[src/rtl/bsd_pkg.sv]
// ----------------------------------------------------------------------------
// bsd_pkg: shared definitions for the box signed distance block
// Register indexes, register reset values and the flag groups that travel
// with each beat through the pipeline.
// ----------------------------------------------------------------------------
package bsd_pkg;

    localparam int REG_WIDTH       = 31;
    localparam int CFG_INDEX_WIDTH = 3;

    localparam logic [CFG_INDEX_WIDTH-1:0] REG_SCENE_SIZE_X = 3'd0;
    localparam logic [CFG_INDEX_WIDTH-1:0] REG_SCENE_SIZE_Y = 3'd1;
    localparam logic [CFG_INDEX_WIDTH-1:0] REG_SCENE_SIZE_Z = 3'd2;
    localparam logic [CFG_INDEX_WIDTH-1:0] REG_CUBE_SIZE    = 3'd3;

    localparam logic [REG_WIDTH-1:0] SCENE_SIZE_RESET = 31'd4194304;
    localparam logic [REG_WIDTH-1:0] CUBE_SIZE_RESET  = 31'd2097152;

    typedef struct packed {
        logic over;
        logic pos;
    } bsd_axis_flags_t;

    typedef struct packed {
        logic sat;
        logic any_pos;
    } bsd_flags_t;

endpackage

[src/rtl/bsd_axis.sv]
// ----------------------------------------------------------------------------
// bsd_axis: per-axis offset and square
// Forms twice the face offset q of one coordinate in half-LSB units and its
// square from three half-width partial products, over five register stages.
// ----------------------------------------------------------------------------
module bsd_axis #(
    parameter int COORD_WIDTH = 32
) (
    input  logic                                  clk,
    input  logic                                  advance,
    input  logic signed [COORD_WIDTH-1:0]         point,
    input  logic [bsd_pkg::REG_WIDTH-1:0]         scene_size,
    input  logic [bsd_pkg::REG_WIDTH-1:0]         cube_size,
    output logic [2*COORD_WIDTH-1:0]              square,
    output logic signed [((COORD_WIDTH+1 > bsd_pkg::REG_WIDTH+1) ?
                          COORD_WIDTH+1 : bsd_pkg::REG_WIDTH+1) + 1:0] offset,
    output bsd_pkg::bsd_axis_flags_t              flags
);

    localparam int W     = COORD_WIDTH;
    localparam int REG_W = bsd_pkg::REG_WIDTH;
    localparam int DW    = ((W + 1 > REG_W + 1) ? W + 1 : REG_W + 1) + 1;
    localparam int QW    = DW + 1;
    localparam int H     = (W + 1) / 2;
    localparam int HW    = W - H;
    localparam int SQW   = 2 * W;

    logic signed [DW-1:0]      d_reg;
    logic [DW-1:0]             ad_reg;
    logic signed [QW-1:0]      q_reg;
    logic signed [QW-1:0]      q4_reg;
    logic signed [QW-1:0]      q5_reg;
    logic [2*HW-1:0]           hh_reg;
    logic [W-1:0]              hl_reg;
    logic [2*H-1:0]            ll_reg;
    logic [SQW-1:0]            square_reg;
    bsd_pkg::bsd_axis_flags_t  flags4_reg;
    bsd_pkg::bsd_axis_flags_t  flags5_reg;

    logic                      pos;
    logic                      over;
    logic [W-1:0]              qp;
    logic [HW-1:0]             hi;
    logic [H-1:0]              lo;

    always_comb
    begin
        pos  = !q_reg[QW-1] && (q_reg != '0);
        over = pos && (q_reg[QW-2:W] != '0);
        qp   = (pos && !over) ? q_reg[W-1:0] : '0;
        hi   = qp[W-1:H];
        lo   = qp[H-1:0];
    end

    always_ff @(posedge clk)
    begin
        if (advance)
        begin
            d_reg      <= {{(DW-W-1){point[W-1]}}, point, 1'b0}
                          - {{(DW-REG_W){1'b0}}, scene_size};
            ad_reg     <= d_reg[DW-1] ? (~d_reg + DW'(1)) : d_reg;
            q_reg      <= {1'b0, ad_reg} - {{(QW-REG_W){1'b0}}, cube_size};
            hh_reg     <= hi * hi;
            hl_reg     <= hi * lo;
            ll_reg     <= lo * lo;
            q4_reg     <= q_reg;
            flags4_reg <= '{over: over, pos: pos};
            square_reg <= (SQW'(hh_reg) << (2 * H)) + (SQW'(hl_reg) << (H + 1))
                          + SQW'(ll_reg);
            q5_reg     <= q4_reg;
            flags5_reg <= flags4_reg;
        end
    end

    assign square = square_reg;
    assign offset = q5_reg;
    assign flags  = flags5_reg;

endmodule

[config.mk]
export PLATFORM = sky130hd
export DESIGN_NAME = bsd_axis
export DESIGN_NICKNAME = d
export VERILOG_FILES = /design/src/rtl/bsd_pkg.sv /design/src/rtl/bsd_axis.sv
export SDC_FILE = /design/constraint.sdc
export NUM_CORES = 2
export LEC_CHECK = 0
export BUFFER_PORTS_ARGS = -buffer_cell sky130_fd_sc_hd__buf_2
export CORE_AREA = 3 3 339 341
export DETAILED_ROUTE_END_ITERATION = 8
export DIE_AREA = 0 0 342 344
export HOLD_SLACK_MARGIN = 0.15
export PLACE_DENSITY = 0.54
export SLEW_MARGIN = 20
export SYNTH_ARGS = -nofsm -noshare
export SYNTH_HDL_FRONTEND = slang
export SYNTH_SLANG_ARGS = --single-unit
[constraint.sdc]
create_clock -name clk -period 18.7 [get_ports clk]
set_input_delay 0.935 -clock clk [delete_from_list [all_inputs] [get_ports clk]]
set_output_delay 0.935 -clock clk [all_outputs]
set_load 0.01 [all_outputs]
# ---- Word level (Yosys, flattened, before mapping)
# Cells that the tools add are included.
dict set report word_totals {
  register_bits 337
  latchBits 0
  mem_bits_rw 0
  romBits 0
  in_bits 96
  out_inout_bits 101
  elab_cells 32
  memories 0
}
dict set report classes {
  add_sub_neg 5
  mul 3
  div 0
  n_lt_le_gt_ge 0
  n_eq_ne 0
  shifts 0
  n_mux 2
  n_bitwise 1
  n_reduce_logical 7
}
# cell count
set ops {}
lappend ops {{multiplier 16 x 16 -> 32 bit} 3}
lappend ops {{adder 64 x 32 -> 64 bit} 1}
lappend ops {{adder 64 x 49 -> 64 bit} 1}
lappend ops {{nonzero test 35 bit} 1}
lappend ops {{subtractor 34 x 31 -> 35 bit} 1}
lappend ops {{adder 34 x 2 -> 34 bit (second input constant)} 1}
lappend ops {{NOT 34 bit} 1}
lappend ops {{subtractor 33 x 32 -> 34 bit} 1}
lappend ops {{2-to-1 mux 33 bit} 1}
lappend ops {{2-to-1 mux 32 bit} 1}
lappend ops {{logical AND 1 bit} 3}
lappend ops {{logical NOT 1 bit} 2}
lappend ops {{nonzero test 2 bit} 1}

# ---- Depth between registers and ports, before layout
dict set report depth {
  word_depth 7
  ltp_mapped 35
}

# ---- Least setup slack after synthesis
# Ideal clock, no wire load.
dict set report synth_timing {
  kind {reg2reg}
  start {reg q_reg[20]}
  end {reg ll_reg[30] (data pin)}
  arrival_time_ns 7.428
  required_ns 18.442
  path_slack_ns 11.015
  path_stages_with_launch 32
  path_buffers 4
  path_cell_list {edfxtp_1 clkbuf_1 nor4_1 nand4_1 nor2_1 a41o_1 nor3_2 clkbuf_1 and2_1 clkbuf_1 nand2_1 fa_1 fa_1 inv_1 fa_1 fa_1 fa_1 inv_1 fa_1 inv_1 ha_1 buf_2 and3_1 a221o_1 nor2_1 o21a_1 o31ai_2 a31oi_2 o21ai_1 a221o_1 a21oi_2 xnor2_1}
}
dict set report synth_between {
  elab_chain_len 7
}
# element line
set synth_rtl {}
lappend synth_rtl {{from (decl)} bsd_axis.sv:30} ;# logic signed [QW-1:0] q_reg;
lappend synth_rtl {{from (signal assigned)} bsd_axis.sv:62} ;# q_reg <= {1'b0, ad_reg} - {{(QW-REG_W){1'b0}}, cube_size};
lappend synth_rtl {{nonzero test 35 bit *} bsd_axis.sv:48} ;# pos = !q_reg[QW-1] && (q_reg != '0);
lappend synth_rtl {{logical AND 1 bit *} bsd_axis.sv:48}
lappend synth_rtl {{logical AND 1 bit} bsd_axis.sv:49} ;# over = pos && (q_reg[QW-2:W] != '0);
lappend synth_rtl {{logical NOT 1 bit} bsd_axis.sv:50} ;# qp = (pos && !over) ? q_reg[W-1:0] : '0;
lappend synth_rtl {{logical AND 1 bit *} bsd_axis.sv:50}
lappend synth_rtl {{2-to-1 mux 32 bit *} bsd_axis.sv:50}
lappend synth_rtl {{multiplier 16 x 16 -> 32 bit *} bsd_axis.sv:65} ;# ll_reg <= lo * lo;
lappend synth_rtl {{to (signal assigned)} bsd_axis.sv:65}
lappend synth_rtl {{to (decl)} bsd_axis.sv:35} ;# logic [2*H-1:0] ll_reg;
# Every way passes the cells marked *; elsewhere a longest branch is shown, timed or not.
# A chain may end at the register's enable or synchronous reset.

# ---- Worst setup path after layout
dict set report layout_timing {
  start {reg q_reg[4]}
  end {reg hh_reg[31] (data pin)}
}
dict set report layout_between {
  elab_chain_len 7
}
# element line
set layout_rtl {}
lappend layout_rtl {{nonzero test 35 bit *} bsd_axis.sv:48}
lappend layout_rtl {{logical AND 1 bit *} bsd_axis.sv:48}
lappend layout_rtl {{logical AND 1 bit} bsd_axis.sv:49}
lappend layout_rtl {{logical NOT 1 bit} bsd_axis.sv:50}
lappend layout_rtl {{logical AND 1 bit *} bsd_axis.sv:50}
lappend layout_rtl {{2-to-1 mux 32 bit *} bsd_axis.sv:50}
lappend layout_rtl {{multiplier 16 x 16 -> 32 bit *} bsd_axis.sv:63} ;# hh_reg <= hi * hi;
lappend layout_rtl {{to (signal assigned)} bsd_axis.sv:63}
lappend layout_rtl {{to (decl)} bsd_axis.sv:33} ;# logic [2*HW-1:0] hh_reg;
# Marks and branches as above.

==> out/metrics.csv <==
stage;metric;value;unit
outcome;status;completed;
yosys;post-synthesis sequential area ratio;25.6;%
pwr;VDD IR-drop max;66.5;uV
critical_path;reg2reg setup slack;8.92;ns
critical_path;crit path capture type;flop;
clock_tree;Worst-Skew Late Latency;0.61;ns
route;via count;27146;
pwr;overall power;5080;uW
yosys;top_reg_cell synth;edfxtp_1;
timing;worst slew pin tran;0.995;ns
critical_path;crit path from;q_reg[4]$_DFFE_PP_;
timing;clk_skew;0.0284;ns
die;row count;123;
clock_tree;CTS sink count;334;
clock_tree;hold_buf cts;0;
yosys;Syn. warnings;0;
placement;IO Port Bufs;195;
critical_path;crit-path max FO;105;
timing;RSZ-0062 raised after global routing;false;
critical_path;crit path DAT;10.14;ns
timing;relative slew slack;33.6;%
yosys;Distinct cells, synth;93;
route;DRT antenna net count;0;
yosys;Synth Cell Area;39200;um^2
critical_path;CP startpoint kind;flop;
die;placeable core area;112000;um^2
clock_tree;CTS buffer count;43;
grt;number of global-route vias before repair;28531;
clock_tree;clk root buf;clkbuf_16;
clock_tree;CTS tree;built;
cells_and_area;Layout Nets;5037;
clock_tree;clock-pin slew on the worst setup and hold paths;0.06;ns
cells_and_area;non-filler cells, final;5571;
cells_and_area;layout cells sized above 1;8.69;%
grt;All-Layer GR Usage;17.6;%
pwr;Pwr Density;117;nW/um^2
clock_tree;Max Root-Sink Buffers;3;
die;die height;344;um
cells_and_area;sequential cell area;10000;um^2
route;final wirelength;102000;um
timing;post-route minimum period;9.78;ns
placement;placed cell count;5483;
yosys;Synth Instances;3897;
flow_run;maxcap violations;0;
timing;Setup Viol. Count Final;0;
timing;period utilisation layout;52.3;%
pwr;Leakage;0.0218;uW
grt;antenna violations before repair;14;
route;Initial DRT Pass Iterations;5;
route;Vias/cell;4.87;
grt;largest net degree at the start of global routing;106;
clock_tree;H-tree levels;2;
critical_path;reg2reg start;q_reg[4]$_DFFE_PP_;
route;DR WL/cell;18.2;um
route;DRC;0;
critical_path;RR Endpoint;hh_reg[31]$_DFFE_PP_;
timing;Setup TNS Final;0;ns
cells_and_area;most frequent cells in the layout;801 x inv_1, 523 x fa_1, 390 x ha_1;
cells_and_area;Multi-input gate area;25600;um^2
critical_path;FF-to-FF path depth;27;
cells_and_area;Filler cells;11131;
placement;Final GP Congestion;0.880;
timing;final hold vios;0;
yosys;post-synthesis register bit count;334;
clock_tree;# Post-CTS Setup Buffers;0;
critical_path;Worst Setup EP;hh_reg[31]$_DFFE_PP_;
critical_path;WS Path Type;flop to flop;
route;DRT iter0 DRCs;1714;
yosys;Post-synth EDFFs;334;
cells_and_area;max FFs per register;63;
clock_tree;cts repair resizes;0;
placement;placed wire-length estimate;78500;um
die;Die Area;118000;um^2
grt;first-pass GRT wire length;161000;um
worst_hold_path;worst hold path class;flop to flop;
critical_path;Req. time, crit path;19.05;ns
timing;final slew viol count;0;
yosys;Post-Syn Area per Cell;10.1;um^2
cells_and_area;Area Growth Syn to Fin;10.5;%
yosys;Syn Nets;4906;
yosys;Post-synth ARST share;0;%
die;initial core utilization;34.9;%
timing;Max Freq;102;MHz
grt;total grt overflow;0;
die;I/O Pins;197;
die;chip width;342;um
cells_and_area;commonest non-fill, non-tap cell in the layout;inv_1;
## cell usage after synthesis, types with 12 or more instances
master	count	area [um^2]
inv_1	801	3010
fa_1	523	10500
ha_1	390	4880
nand2_1	357	1340
edfxtp_1	334	10000
and3_1	227	1420
xnor2_1	173	1520
a21oi_1	157	786
clkbuf_1	139	522
nor2_1	131	492
a21o_1	96	721
o21ai_0	64	320
xor2_1	52	455
nand3_1	41	205
and2_1	34	213
o21a_1	32	240
nor2b_1	29	181
nand4_1	25	156
o21bai_1	25	188
nor3_1	24	120
nand2b_1	22	138
nor4_1	19	119
o21ai_1	18	90.1
buf_2	12	60.1
## worst min path at each step
stage | to | from | slack [ns] | cells after the start
after CTS | offset[24]$_DFFE_PP_ | q4_reg[24]$_DFFE_PP_ | 0.42 | 0
final | offset[8]$_DFFE_PP_ | q4_reg[8]$_DFFE_PP_ | 0.42 | 0
after global placement | square[6]$_DFFE_PP_ | ll_reg[6]$_DFFE_PP_ | 0.40 | 0
after global routing | square[7]$_DFFE_PP_ | ll_reg[7]$_DFFE_PP_ | 0.42 | 0
after floorplan | flags[0]$_DFFE_PP_ | flags4_reg[0]$_DFFE_PP_ | 0.40 | 0
after detailed placement | square[7]$_DFFE_PP_ | ll_reg[7]$_DFFE_PP_ | 0.41 | 0
## critical path, stage by stage, from the launching register on
cell      delay, ns
edfxtp_1       0.97
nor4_1         0.09
nand4_1        0.11
nor2_1         0.05
a41o_1         0.30
nor3_4         0.17
buf_4          0.62
buf_4          0.75
and2_1         0.74
nand2_1        0.25
fa_1           0.54
fa_1           0.49
inv_1          0.06
fa_1           0.48
fa_1           0.51
fa_1           0.49
inv_1          0.05
fa_1           0.47
inv_1          0.04
ha_1           0.36
nand4_1        0.12
a211oi_1       0.32
o31ai_1        0.13
nand2b_1       0.18
a41oi_1        0.32
o31a_1         0.38
o31ai_1        0.32
xnor2_1        0.12
## power by group
group / switching, uW / internal (uW)
Clock: 349 / 511
Combinational: 1800 / 1160
Sequential: 107 / 1160
## routing by layer
| layer | track usage, % | part of all wire, % |
|---|---|---|
| met5 | 0 | 0.087 |
| met4 | 4.38 | 2.2 |
| met3 | 3.87 | 7.0 |
| met2 | 28.6 | 46 |
| met1 | 23.8 | 45 |
## through the flow
stage                     cell area (um^2)  hold WS [ns]  utilization (%)  setup slack (ns)
final                                43300         0.418             38.6              8.92
after global routing                 43300         0.424             38.6              8.31
after CTS                            43300         0.419             38.6              9.08
after detailed placement             41800         0.406             37.3              9.13
after global placement               41800         0.403             37.3              9.34
after floorplan                      39200         0.400                -             11.01
## kinds of logic after synthesis
| logic type | synth area share [%] |
|---|---|
| simple gates | 12.1 |
| buf+inv | 9.20 |
| fa+ha+maj | 39.2 |
| compound gates | 8.74 |
| flops | 25.6 |
| xor+xnor | 5.03 |
| mux | 0.140 |
| other cells | 0.00957 |
## final cells by class
type                    count  area share [%]
multi-input cells        2607            59.1
flip-flops and latches    334            23.2
inverters                 803            6.96
well taps                1500            4.33
repair buffers            239            3.04
clock buffers              48            2.53
clock inverters            31           0.849
diodes                      9          0.0520
Power figures use the tool's default switching activity.
