### src/rtl/bsd_pkg.sv
// ----------------------------------------------------------------------------
// bsd_pkg: shared definitions for the box signed distance block
// Register indexes, register reset values and the flag groups that travel
// with each beat through the pipeline.
// ----------------------------------------------------------------------------
package bsd_pkg;

    localparam int REG_WIDTH       = 31;
    localparam int CFG_INDEX_WIDTH = 3;

    localparam logic [CFG_INDEX_WIDTH-1:0] REG_SCENE_SIZE_X = 3'd0;
    localparam logic [CFG_INDEX_WIDTH-1:0] REG_SCENE_SIZE_Y = 3'd1;
    localparam logic [CFG_INDEX_WIDTH-1:0] REG_SCENE_SIZE_Z = 3'd2;
    localparam logic [CFG_INDEX_WIDTH-1:0] REG_CUBE_SIZE    = 3'd3;

    localparam logic [REG_WIDTH-1:0] SCENE_SIZE_RESET = 31'd4194304;
    localparam logic [REG_WIDTH-1:0] CUBE_SIZE_RESET  = 31'd2097152;

    typedef struct packed {
        logic over;
        logic pos;
    } bsd_axis_flags_t;

    typedef struct packed {
        logic sat;
        logic any_pos;
    } bsd_flags_t;

endpackage

### src/rtl/bsd_out.sv
// ----------------------------------------------------------------------------
// bsd_out: rounding, saturation and output skid
// Rounds the root to the nearest LSB, picks the saturated, outside or inside
// value, and holds the result beat in an output register with a skid entry.
// ----------------------------------------------------------------------------
module bsd_out #(
    parameter int COORD_WIDTH = 32
) (
    input  logic                           clk,
    input  logic                           rst_n,
    input  logic                           pipe_valid,
    output logic                           pipe_ready,
    input  logic [COORD_WIDTH:0]           root,
    input  bsd_pkg::bsd_flags_t            flags,
    input  logic [COORD_WIDTH-1:0]         inside_value,
    output logic                           distance_valid,
    input  logic                           distance_ready,
    output logic signed [COORD_WIDTH-1:0]  signed_distance
);

    localparam int W = COORD_WIDTH;
    localparam logic [W-1:0] OUT_MAX = {1'b0, {(W-1){1'b1}}};

    logic [W+1:0]  rounded;
    logic [W:0]    half;
    logic [W-1:0]  value;
    logic          take;

    logic          out_valid_reg;
    logic          out_valid_next;
    logic [W-1:0]  out_data_reg;
    logic [W-1:0]  out_data_next;
    logic          skid_valid_reg;
    logic          skid_valid_next;
    logic [W-1:0]  skid_data_reg;
    logic [W-1:0]  skid_data_next;

    always_comb
    begin
        rounded = {1'b0, root} + (W+2)'(1);
        half    = rounded[W+1:1];
        if (flags.sat)
        begin
            value = OUT_MAX;
        end
        else if (flags.any_pos)
        begin
            value = (half[W:W-1] != 2'b00) ? OUT_MAX : half[W-1:0];
        end
        else
        begin
            value = inside_value;
        end
    end

    assign pipe_ready = !skid_valid_reg;
    assign take       = pipe_valid && !skid_valid_reg;

    always_comb
    begin
        out_valid_next  = out_valid_reg;
        out_data_next   = out_data_reg;
        skid_valid_next = skid_valid_reg;
        skid_data_next  = skid_data_reg;
        if (!out_valid_reg || distance_ready)
        begin
            if (skid_valid_reg)
            begin
                out_valid_next  = 1'b1;
                out_data_next   = skid_data_reg;
                skid_valid_next = 1'b0;
            end
            else
            begin
                out_valid_next = take;
                if (take)
                begin
                    out_data_next = value;
                end
            end
        end
        else if (take)
        begin
            skid_valid_next = 1'b1;
            skid_data_next  = value;
        end
    end

    always_ff @(posedge clk or negedge rst_n)
    begin
        if (!rst_n)
        begin
            out_valid_reg  <= 1'b0;
            skid_valid_reg <= 1'b0;
        end
        else
        begin
            out_valid_reg  <= out_valid_next;
            skid_valid_reg <= skid_valid_next;
        end
    end

    always_ff @(posedge clk)
    begin
        out_data_reg  <= out_data_next;
        skid_data_reg <= skid_data_next;
    end

    assign distance_valid  = out_valid_reg;
    assign signed_distance = out_data_reg;

endmodule

### config.mk
export PLATFORM = sky130hd
export DESIGN_NAME = bsd_out
export DESIGN_NICKNAME = d
export VERILOG_FILES = /design/src/rtl/bsd_pkg.sv /design/src/rtl/bsd_out.sv
export SDC_FILE = /design/constraint.sdc
export NUM_CORES = 1
export LEC_CHECK = 0
export BUFFER_PORTS_ARGS = -buffer_cell sky130_fd_sc_hd__clkbuf_2
export CAP_MARGIN = 20
export CORE_MARGIN = 2
export CORE_UTILIZATION = 40
export DETAILED_ROUTE_END_ITERATION = 16
export SLEW_MARGIN = 20
export SYNTH_ARGS = -nofsm -noshare
export SYNTH_HDL_FRONTEND = slang
export SYNTH_SLANG_ARGS = --single-unit
### constraint.sdc
create_clock -name clk -period 4.4 [get_ports clk]
set_input_delay 0.88 -clock clk [delete_from_list [all_inputs] [get_ports clk]]
set_output_delay 0.88 -clock clk [all_outputs]
set_load 0.05 [all_outputs]
* After elaboration in Yosys (flattened, before gate mapping)
Index checks and enable logic that the tools add are counted.
** Storage, ports and cells
- Flip-flop bits (word level) :: 66
- Output and inout bits :: 34
** Operators by class
- Add/subtract/negate cells :: 1
- Muxes and demuxes :: 8
- Bitwise operators :: 1
- Reduce and logical (&&, ||, !) cells :: 9
** Operators by type and width (count)
- two-way mux 32 bit :: 5
- adder 33 x 1 -> 34 bit (second input constant) :: 1
- nonzero test 2 bit :: 3
- AND reduction 2 bit :: 2
- two-way mux 1 bit :: 3
- zero test 1 bit :: 2
- logical AND 1 bit :: 1
- logical OR 1 bit :: 1
- NOT 1 bit :: 1

* Depth between registers and ports, before layout
Gate-level depths: netlist of run 1.
- Depth after elaboration :: 7
- Gate-level depth with buffers :: 9
- Depth with buffers taken out :: 7

* Worst setup path before layout of run 1
No wires, ideal clock.
- Path type :: input to register
- Start point :: in distance_ready
- End point :: reg skid_data_reg[0] (enable)
- Setup time :: 0.468 ns
- Arrival :: 3.499 ns
- Setup slack :: 0.433 ns
- Stages :: 2
- Buffers on the path :: 0
- Path through :: nand2b_1 -> nor3b_1
** Between the ends
- Word-level cells in the longest chain between the ends :: 3
** Ends and longest elaborated chain
- start: declaration :: RTL line bsd_out.sv:17 : input logic distance_ready,
- logical OR 1 bit :: RTL line bsd_out.sv:65 : if (!out_valid_reg || distance_ready)
- NOT 1 bit (no source line)
- AND reduction 2 bit (no source line)
- end signal: assignment :: RTL line bsd_out.sv:106 : skid_data_reg <= skid_data_next;
- end: declaration :: RTL line bsd_out.sv:35 : logic [W-1:0] skid_data_reg;
Every way passes these cells.
A chain may end at the register's enable or synchronous reset.

* Worst setup path after layout of run 1
- Start point :: in root[9]
- End point :: reg out_data_reg[12], in the netlist signed_distance[12] (data pin)
** Between the ends
- Word-level cells in the longest chain between the ends :: 7
** Ends and longest elaborated chain
- start: declaration :: RTL line bsd_out.sv:13 : input logic [COORD_WIDTH:0] root,
- adder 33 x 1 -> 34 bit * :: RTL line bsd_out.sv:40 : rounded = {1'b0, root} + (W+2)'(1);
- nonzero test 2 bit :: RTL line bsd_out.sv:48 : value = (half[W:W-1] != 2'b00) ? OUT_MAX : half[W-1:0];
- two-way mux 32 bit * :: RTL line bsd_out.sv:48
- two-way mux 32 bit * :: RTL line bsd_out.sv:46 : else if (flags.any_pos)
- two-way mux 32 bit * :: RTL line bsd_out.sv:42 : if (flags.sat)
- via value[12] :: RTL line bsd_out.sv:26 : logic [W-1:0] value;
- two-way mux 32 bit * :: RTL line bsd_out.sv:76 : if (take)
- two-way mux 32 bit * :: RTL line bsd_out.sv:67 : if (skid_valid_reg)
- end signal: assignment :: RTL line bsd_out.sv:105 : out_data_reg <= out_data_next;
- end: declaration :: RTL line bsd_out.sv:31 : logic [W-1:0] out_data_reg;
Mark *: on every way through the listed nets, which the timed path passes. The rest lies on a longest branch. The select of a mux whose other input is x is not followed.

==> results of run 1 <==
## routing by layer
metal	track usage	vias up
met5	0	-
met4	0.09167	0
met3	0.03602	12
met2	0.3015	74
met1	0.2333	1209
li1	-	1197
## cell type report
class / count / share of cell area
Sequential cell: 66 / 0.4671
Tap cell: 105 / 0.03112
Clock inverter: 3 / 0.009484
Inverter: 7 / 0.006224
Clock buffer: 13 / 0.03290
Multi-Input combinational cell: 166 / 0.3192
Timing Repair Buffer: 110 / 0.1340
## where the power goes
| part | internal (uW) | switching, uW |
|---|---|---|
| combinational | 92.3 | 175 |
| sequential | 737 | 10.6 |
| clock | 261 | 219 |
## cells in the mapped netlist
cell      instances  area (um^2)
and3_1            4        25.02
nand2b_1          2        12.51
o21ai_1           1        5.000
buf_4             2        15.01
dfrtp_1           2        50.05
mux2_1            1        11.26
nand3b_1          1        7.510
nand2_1          12        45.04
nand3_1           9        45.04
nor4bb_1          1        10.01
nor3b_1           1        7.510
xor2_1           12        105.1
and4_1            6        52.55
o21a_1            1        7.510
nor4b_4           1        23.77
and2_1            2        12.51
ha_1              1        12.51
buf_1             1        3.750
o32a_1            1        10.01
clkbuf_1          7        26.28
or2_1             1        6.260
edfxtp_1         64         1922
nand4_1          10        62.56
o22a_1           29        254.0
nor3_1            5        25.02
nand3_2           1        10.01
nor4_1            2        12.51
buf_2             2        10.01
nor2b_1           1        6.260
nor2_1            7        26.28
a211oi_1          2        15.01
nor4_2            1        12.51
a21oi_1           2        10.01
o31ai_1           1        7.510
mux2_2           31        349.1
xnor2_1          17        148.9
inv_1             7        26.28
## worst max-delay path: stages
cell and delay, ns:
clkbuf_2 0.13, and4_1 0.34, nor4b_4 0.46, a211oi_1 0.17
a21oi_2 0.57, buf_4 0.35, o22a_1 0.20, mux2_2 0.14
## final timing paths
path / from / end / slack [ns] / cells past startpoint
worst max-delay path: root[9] / signed_distance[12] / 1.39 / 8
worst min-delay path: rst_n / distance_valid / 0.31 / 1
worst max register to register: distance_valid / skid_data_reg[17] / 2.35 / 3
worst min register to register: skid_data_reg[31] / signed_distance[31] / 0.53 / 2
max in group asynchronous: rst_n / skid_valid_reg / 3.99 / 1
min in group clk: skid_data_reg[31] / signed_distance[31] / 0.53 / 2
## through the flow
step	hold WS, ns	std cells	utilization
floorplan	0.4984	251	-
global placement	0.5147	454	0.4920
detailed placement	0.5139	454	0.4920
CTS	0.2973	470	0.5138
global route	0.2933	470	0.5138
finish	0.3114	470	0.5138
## placed cells by master (no fill, tap or decap), types with 2 or more instances in the layout
cell type / count
a211oi_1: 2
and2_1: 2
and3_1: 4
and4_1: 6
buf_4: 6
clkbuf_1: 4
clkbuf_2: 104
clkbuf_8: 9
clkinv_2: 2
dfrtp_1: 2
edfxtp_1: 64
inv_1: 7
mux2_2: 31
nand2_1: 12
nand2b_1: 2
nand3_1: 9
nand4_1: 10
nor2_1: 7
nor3_1: 5
nor4_1: 2
o22a_1: 29
xnor2_1: 17
xor2_1: 12
## cells by family (layout without fill, tap and decap cells)
group | Yosys count | count (layout) | share of synthesized area
AOI/OAI and AO/OA | 37 | 37 | 0.09111
xor gates and xnor gates | 29 | 29 | 0.07488
adders and majority gates | 1 | 1 | 0.003688
buffers and inverters | 19 | 133 | 0.02398
DFF | 66 | 66 | 0.5813
muxes | 32 | 32 | 0.1062
and+or+nand+nor | 67 | 67 | 0.1188
==> summary.txt, run 1 <==
Outcome
  – Status: finished, final reports clean

Global route
  – GRT overflow: 0
  – Vias in the first global route: 2504
  – GRT Util Overall: 0.1845
  – Initial antenna violation count: 0
  – Global-route wire length before repair: 12480 um
  – Largest net degree at the start of global routing: 33

Timing
  – Final Cycle Share: 0.6852
  – Peak Freq: 331.7 MHz
  – Final TNS setup: 0 ns
  – Slew Limit Fails: 0
  – Final setup viols: 0
  – RSZ-0062 raised after global routing: no
  – PnR worst setup slack: 1.385 ns
  – Least-Margin Pin Slew: 0.9126 ns
  – Relative slew margins: 0.3889
  – Clock skew: 0.009317 ns
  – Final Hold Fails: 0
  – Crit path time final: 3.015 ns

Synth
  – Sequential area share after synthesis: 0.5813
  – Syn Nets: 323
  – Cell variety after synth: 37
  – #FFs+latches synth: 66
  – Synth Warn #: 0
  – Mapped Area: 3392 um^2
  – Syn Area/Cell: 13.51 um^2
  – Post-Synthesis Cells: 251

Worst setup path
  – CP Capture Type: flop
  – Setup CP Type: input pin to flop
  – CP max FO: 16
  – CP Launch Type: input pin
  – CP required: 4.62 ns
  – WP data arrival: 3.23 ns

Final layout
  – Nets: 432
  – Layout cells sized above 1: 0.4329
  – Area of the multi-input gates: 1348 um^2
  – Antenna diodes: 0
  – Post-route cell area: 4222 um^2
  – FILL cells: 787
  – FF/Latch Area: 1972 um^2
  – P&R area growth vs syn: 24.46%

Detailed routing
  – Routed WL: 8029 um
  – ANT nets after route: 0
  – WL met3: 383 um
  – DR WL met2: 4028 um
  – DR vias: 2492
  – DRT Pass-1 Iters: 4
  – Residual DRC count: 0
  – Met1 wire length: 3455 um
  – DRT iter0 DRCs: 85
  – Routed wire per std cell: 17.08 um
  – Via density: 5.302
  – Max layer used: met4

Floorplan
  – Die Ht: 96.09 um
  – IO Pins: 105
  – Chip width: 96.09 um
  – CORE AREA: 8217 um^2
  – Starting density of the core: 0.4128
  – Num rows: 33
  – Die Area: 9232 um^2

Placed design
  – Post-Place Cell Area: 4043 um^2
  – Gpl congestion: 0.8241
  – I/O Buffers: 104
  – Pre-CTS WS: 1.029 ns
  – Detailed Place HPWL: 5630 um

Hold path
  – Hold Crit Class: input pin to async pin

Clocking
  – Num CTS Buffers: 9
  – Clk root buf: clkbuf_8
  – Post-CTS Setup Bufs: 0
  – Hold bufs inserted after CTS: 0
  – H-tree depth: 3
  – CTS max path bufs: 2
  – Clk_lat worst skew: 0.35 ns
  – Clock sink total: 66
  – Post-CTS sizing: 0
  – Clock transition at path regs: 0.06 ns
  – CTS tree: yes

Power
  – PwrDens: 354.0 nW/um^2
  – IR drop worst, VDD: 0.1886 mV
  – Leak: 0.001544 uW
  – Design Power: 1494 uW

Run
  – Max-cap viol count: 0
Note: power is estimated with default switching activity, not from simulation.
==> run 2, diff against run 1 <==
clock period = 3.1 ns   (was 4.4 ns; I/O delays follow)
==> run 2 against run 1 <==
Effect of this change:
- first-iteration DRC count is 49% higher
- cell area is 0.77% higher
- critical path depth is 1 higher
- clock skew is 0.0030 ns higher
- sequential share of layout area is 0.36 points lower
- register-to-register slack worse by 1.2 ns
- sequential power is 42% higher
- critical path type unchanged
- largest cell class unchanged
==> summary.txt, run 2 (synthesized netlist as in run 1, its figures left out) <==
Detailed routing
  – Met1 wire length: 3682 um (+6.6%)
  – Routed WL: 8325 um (+3.7%)
  – Via density: 5.304 (about the same)
  – DRT iter0 DRCs: 127 (+49%)
  – Max layer used: met4
  – DRT Pass-1 Iters: 4 (unchanged)
  – Residual DRC count: 0 (unchanged)
  – Routed wire per std cell: 17.56 um (+2.8%)
  – DR WL met2: 4086 um (+1.4%)
  – WL met3: 438 um (+14%)
  – DR vias: 2514 (+0.88%)
  – ANT nets after route: 0 (unchanged)

Floorplan
  – Die Area: 9232 um^2 (unchanged)
  – Num rows: 33 (unchanged)
  – Die Ht: 96.09 um (unchanged)
  – Starting density of the core: 0.4128 (unchanged)
  – Chip width: 96.09 um (unchanged)
  – IO Pins: 105 (unchanged)
  – CORE AREA: 8217 um^2 (unchanged)

Power
  – Clock Power Share: 0.313 (-0.008)
  – Part of the power in registers: 0.503 (+0.003)
  – IR drop worst, VDD: 0.2278 mV (+21%)
  – Int Power: 1514 uW (+39%)
  – Net Sw Frac: 0.2817 (+0.01099)
  – Leak: 0.001560 uW (+1.1%)
  – PwrDens: 495.3 nW/um^2 (+40%)
  – Comb pwr share: 0.184 (+0.005)
  – Sw power: 593.5 uW (+47%)

Global route
  – Global-route wire length before repair: 12720 um (+1.9%)
  – GRT overflow: 0 (unchanged)
  – Largest net degree at the start of global routing: 33 (unchanged)
  – Vias in the first global route: 2490 (-0.56%)
  – GRT Util Overall: 0.1879 (+0.003415)
  – Initial antenna violation count: 0 (unchanged)

Placed design
  – Gpl congestion: 0.8344 (+1.2%)
  – Post-Place Cells: 458 (+0.88%)
  – I/O Buffers: 104 (unchanged)
  – Detailed Place HPWL: 5950 um (+5.7%)

Timing
  – Slew Limit Fails: 0 (unchanged)
  – Final TNS setup: 0 ns (unchanged)
  – Fin Hold WS: 0.03586 ns (-0.2756 ns)
  – Least-Margin Pin Slew: 0.7612 ns (-0.1514 ns)
  – Final setup viols: 0 (unchanged)
  – Clock skew: 0.01228 ns (+0.002965 ns)
  – Final Cycle Share: 0.8050
  – Crit path time final: 2.496 ns
  – Final Hold Fails: 0 (unchanged)
  – Relative slew margins: 0.4925 (+0.1036)
  – Peak Freq: 400.7 MHz
  – RSZ-0062 raised after global routing: no

Clocking
  – CTS max path bufs: 2 (unchanged)
  – H-tree depth: 3 (unchanged)
  – Num CTS Buffers: 9 (unchanged)
  – Clock transition at path regs: 0.08 ns (+0.02 ns)
  – CTS tree: yes
  – Clock sink total: 66 (unchanged)
  – Post-CTS Setup Bufs: 0 (unchanged)
  – Hold bufs inserted after CTS: 0 (unchanged)
  – Clk root buf: clkbuf_8
  – Clk_lat worst skew: 0.35 ns (about the same)
  – Post-CTS sizing: 0 (unchanged)

Worst setup path
  – Critical R2R Capture: signed_distance[18]
  – WP data arrival: 2.59 ns (-0.64 ns)
  – Worst R2R Path Depth: 3 (unchanged)
  – Reg-to-reg startpoint: skid_valid_reg
  – R2R Setup Slk: 1.11 ns (-1.24 ns)
  – CP required: 3.19 ns (-1.43 ns)
  – CP Launch Type: input pin
  – CP max FO: 14 (-2)
  – CP Capture Type: flop
  – Setup CP Type: input pin to flop

Final layout
  – Finished Layout Cells: 474 (+0.85%)
  – Layout cells sized above 1: 0.4417 (+0.008858)
  – FF/Latch Area: 1972 um^2 (unchanged)
  – Nets: 436 (+0.93%)
  – Area of the multi-input gates: 1354 um^2 (+0.46%)
  – P&R area growth vs syn: 25.41%
  – Commonest cells after routing, fill and taps aside: 104 x clkbuf_2, 64 x edfxtp_1, 31 x mux2_2
  – Antenna diodes: 0 (unchanged)
  – Most common cell after layout, fill and taps aside: clkbuf_2
  – FILL cells: 743 (-5.6%)
  – Core Util, Final: 0.5177 (+0.003959)

Outcome
  – Status: finished, final reports clean

Run
  – Max-cap viol count: 0 (unchanged)

Hold path
  – Hold Crit Class: input pin to async pin
run 2: through the flow:
step                total power, uW  worst slack, ns  area, um^2
floorplan                      1332           0.4903        3397
global placement               1464           0.2629        4079
detailed placement             1468           0.2174        4079
CTS                            2123           0.5881        4254
global route                   2196           0.4636        4254
finish                         2107           0.6044        4254
run 2: area by class of cell:
cell class,count,share of cell area
multi-input combinational,166,0.3182
tap,105,0.03088
sequential,66,0.4635
clock buffer,14,0.03824
timing repair buffer,114,0.1400
inverter,7,0.006176
clock inverter,2,0.002941
run 2: worst max path at each step:
stage / from / cells past startpoint / slack [ns] / endpoint
floorplan: root[0] / 9 / 0.49 / signed_distance[22]
global placement: root[0] / 9 / 0.26 / signed_distance[13]
detailed placement: root[0] / 9 / 0.22 / signed_distance[9]
CTS: root[0] / 9 / 0.59 / signed_distance[14]
global route: root[0] / 9 / 0.46 / signed_distance[13]
finish: root[0] / 9 / 0.60 / signed_distance[19]
run 2: power groups by stage:
stage / registers (uW) / logic, uW / clock network, uW
after floorplan: 1190 / 145 / 0
after global placement: 1080 / 385 / 0
after detailed placement: 1080 / 389 / 0
after CTS: 1060 / 391 / 672
after global routing: 1060 / 415 / 718
final: 1060 / 387 / 660
run 2: per-layer routing:
layer | global-route usage | up-vias
met5 | 0 | -
met4 | 0.06548 | 0
met3 | 0.05482 | 9
met2 | 0.2905 | 68
met1 | 0.2522 | 1230
li1 | - | 1207
run 2: critical path: stages:
cell and delay (ns):
clkbuf_2 0.09, ha_1 0.24, and4_1 0.24, and4_1 0.24, a211oi_1 0.31, a21oi_2 0.14
buf_4 0.23, o22a_1 0.20, mux2_2 0.26
==> run 3, diff against run 2 <==
ABC_AREA = 1   (was default)
clock period = 2 ns   (was 3.1 ns; I/O delays follow)
==> run 3 against run 2 <==
Effect of this change:
- critical path type unchanged
- non-clock buffer count grew 22
- largest power group unchanged
- final cell count grew 72%
- count of clock-buffer cells in the layout fell by 3
- largest cell class is now multi-input combinational cells
- setup slack worse by 0.36 ns
- core utilization is 0.37 points higher
- sequential power up 57%
- sequential cell count stayed put
- global-route usage is 1.5 points higher
- critical path depth up 1
- total power rose by 97%
- hold slack gained 0.28 ns
- clock skew shrank 0.0095 ns
==> summary.txt, run 3 <==
Detailed routing
  – ANT nets after route: 0 (unchanged)
  – DRT iter0 DRCs: 187 (+47%)
  – DR vias: 3887 (+55%)
  – Residual DRC count: 0 (unchanged)
  – Routed WL: 11640 um (+40%)
  – DRT Pass-1 Iters: 5 (+1)
  – Routed wire per std cell: 14.26 um (-19%)
  – Via density: 4.763 (-10%)

Synth
  – Syn Nets: 614 (+90%)
  – Most common flop cell mapped by yosys: edfxtp_1
  – Post-synth EDFFs: 64 (unchanged)
  – Mapped Area: 4518 um^2 (+33%)
  – #FFs+latches synth: 66 (unchanged)
  – Top post-synthesis cells by count: 167 x nand2_1, 72 x inv_1, 64 x edfxtp_1, 54 x nor2_1, 52 x nand3_2
  – Most common cell in the netlist: nand2_1
  – Fraction of registers with async set or reset after synthesis: 0.03030 (unchanged)
  – Area leader, netlist: edfxtp_1
  – Synth area leaders: edfxtp_1 43%, nand2_1 14%, nand3_2 12%
  – Yosys top cell area share: 0.4254 (-0.1412)
  – Post-Synthesis Cells: 542 (+120%)
  – Synth Warn #: 0 (unchanged)
  – Cell variety after synth: 30 (-19%)
  – Sequential area share after synthesis: 0.4364 (-0.1449)
  – Syn Area/Cell: 8.336 um^2 (-38%)

Worst setup path
  – CP max stage delay: 0.31 ns (about the same)
  – CP cell instances: clkbuf_2 -> ha_1 -> nand2_2 -> nor2_4 -> nand3_1 -> nor2_1 -> xnor2_1 -> nand3_2 -> nand3_2 -> nand2_1
  – Slowest-stage cell, CP: nor2_1
  – Worst path top cell family by delay: simple AND/OR/NAND/NOR gates
  – CP max FO: 5 (-9)
  – Worst Path Buf+Inv: 1 (-1)
  – CP Capture Type: flop
  – Setup CP Type: input pin to flop
  – CP most frequent cell: nand3_2
  – WP data arrival: 1.85 ns (-0.74 ns)
  – CP Launch Type: input pin
  – CP required: 2.09 ns (-1.10 ns)

Placed design
  – Detailed Place HPWL: 8767 um (+47%)
  – I/O Buffers: 104 (unchanged)
  – Gpl congestion: 0.8650 (+3.7%)
  – Post-Place Cell Area: 5391 um^2 (+32%)

Floorplan
  – CORE AREA: 10940 um^2 (+33%)
  – IO Pins: 105 (unchanged)
  – Num rows: 38 (+15%)
  – Die Area: 12160 um^2 (+32%)
  – Die Ht: 110.3 um (+15%)
  – Starting density of the core: 0.4132 (about the same)
  – Chip width: 110.3 um (+15%)

Global route
  – GRT overflow: 0 (unchanged)
  – Met2 Track Usage GR: 0.3431 (+0.05261)
  – Initial antenna violation count: 0 (unchanged)
  – Grt met1 use: 0.2561 (+0.003982)
  – Global-route wire length before repair: 18600 um (+46%)
  – Busiest grt layer: met2
  – GR Util met3: 0.03704 (-0.01778)
  – Vias in the first global route: 3891 (+56%)
  – GRT Util Overall: 0.2026 (+0.01469)
  – Largest net degree at the start of global routing: 33 (unchanged)

Timing
  – Crit path time final: 1.759 ns
  – RSZ-0062 raised after global routing: no
  – Least-Margin Pin Slew: 0.3449 ns (-0.4163 ns)
  – Final Hold Fails: 0 (unchanged)
  – Final Cycle Share: 0.8796
  – Relative slew margins: 0.7692 (+0.2767)
  – Slew Limit Fails: 0 (unchanged)
  – Fin Hold WS: 0.3143 ns (+0.2784 ns)
  – Peak Freq: 568.4 MHz
  – Final TNS setup: 0 ns (unchanged)
  – Clock skew: 0.002742 ns (-0.009541 ns)
  – Final setup viols: 0 (unchanged)

Clocking
  – Clk root buf: clkbuf_16
  – CTS max path bufs: 2 (unchanged)
  – Clock transition at path regs: 0.05 ns (-0.03 ns)
  – H-tree depth: 3 (unchanged)
  – Post-CTS sizing: 0 (unchanged)
  – Clk_lat worst skew: 0.33 ns (-0.02 ns)
  – Clock sink total: 66 (unchanged)
  – CTS tree: yes
  – Num CTS Buffers: 9 (unchanged)

Final layout
  – Post-route cell area: 5702 um^2 (+34%)
  – Core Util, Final: 0.5214 (+0.003656)
  – Nets: 744 (+71%)
  – Antenna diodes: 0 (unchanged)
  – Layout cells sized above 1: 0.3595 (-0.08227)
  – Commonest cells after routing, fill and taps aside: 167 x nand2_1, 104 x clkbuf_2, 72 x inv_1
  – P&R area growth vs syn: 26.20%
  – FILL cells: 1086 (+46%)
  – Most common cell after layout, fill and taps aside: nand2_1

Run
  – Max-cap viol count: 0 (unchanged)

Outcome
  – Status: finished, final reports clean

Power
  – IR drop worst, VDD: 0.3433 mV (+51%)
  – PwrDens: 728.5 nW/um^2 (+47%)
  – Leak: 0.002667 uW (+71%)

Hold path
  – Hold Crit Class: input pin to flop
## run 3: changes by cell type in the layout (fill, tap and decap cells not counted), moves of 9 or more
| cell | delta |
|---|---|
| nand2_1 | +155 |
| inv_1 | +65 |
| nand3_2 | +51 |
| nor2_1 | +45 |
| mux2_2 | -31 |
| o22a_1 | -29 |
| or2_2 | +22 |
| nand3_1 | +20 |
| buf_4 | +14 |
| clkbuf_8 | -11 |
| clkbuf_16 | +9 |
## run 3: cells by family (layout without fill, tap and decap cells)
kind of cell             Yosys count  after routing  synth area share
XOR/XNOR                          17             17           0.03296
adder cells (fa/ha/maj)            1              1          0.002769
buffers and inverters             93            227           0.09693
flip-flops                        66             66            0.4364
AO/OA/AOI/OAI                     10             10           0.01191
AND/OR/NAND/NOR                  355            355            0.4190
## run 3: worst paths after layout
check                             startpoint                   to  slack [ns]  cells after the start
max                                  root[0]  signed_distance[17]        0.24                     10
min                               pipe_valid       distance_valid        0.31                      3
max reg2reg                   skid_valid_reg    skid_data_reg[13]        0.59                      4
min reg2reg                skid_data_reg[24]  signed_distance[24]        0.52                      2
max in group asynchronous              rst_n       distance_valid        1.51                      2
min in group asynchronous              rst_n       skid_valid_reg        0.39                      2
## run 3: repair_timing
| item | in CTS | in global routing |
|---|---|---|
| endpoints found under the hold margin | 2 | 0 |
| endpoints found under the setup margin | 0 | 0 |
| hold buffers | 1 | 0 |
| buffers inserted | 0 | 0 |
## run 3: cell type report
| class | count | area [um^2] | area share |
|---|---|---|---|
| timing repair buffer | 136 | 850.8 | 0.1492 |
| multi-input combinational | 383 | 2118 | 0.3715 |
| inverter | 76 | 285.3 | 0.05003 |
| clock buffer | 11 | 232.7 | 0.04082 |
| clock inverter | 4 | 67.56 | 0.01185 |
| tap | 140 | 175.2 | 0.03072 |
| sequential | 66 | 1972 | 0.3458 |
## run 3: tightest hold or removal path, stage by stage
cell and delay (ns):
clkbuf_2 0.09, nor2_1 0.06, nand2_1 0.06
## run 3: through the flow
step           instances  worst slack, ns  power [uW]
2_1_floorplan        542          0.05463        2270
3_3_place_gp         800         -0.04094        2528
3_5_place_dp         800         -0.09038        2539
4_1_cts              816           0.2275        4193
5_1_grt              816           0.1065        4327
6_report             816           0.2407        4154
## run 3: layer usage
layer	part of all wire	routed length (um)
met5	0	0
met2	0.48	5593
met3	0.041	480
met4	0.021	249
met1	0.46	5313
## run 3: power breakdown
part           switching, uW  total (uW)  internal, uW
Combinational            583         847           264
Clock                    570        1650          1080
Sequential              22.2        1660          1640
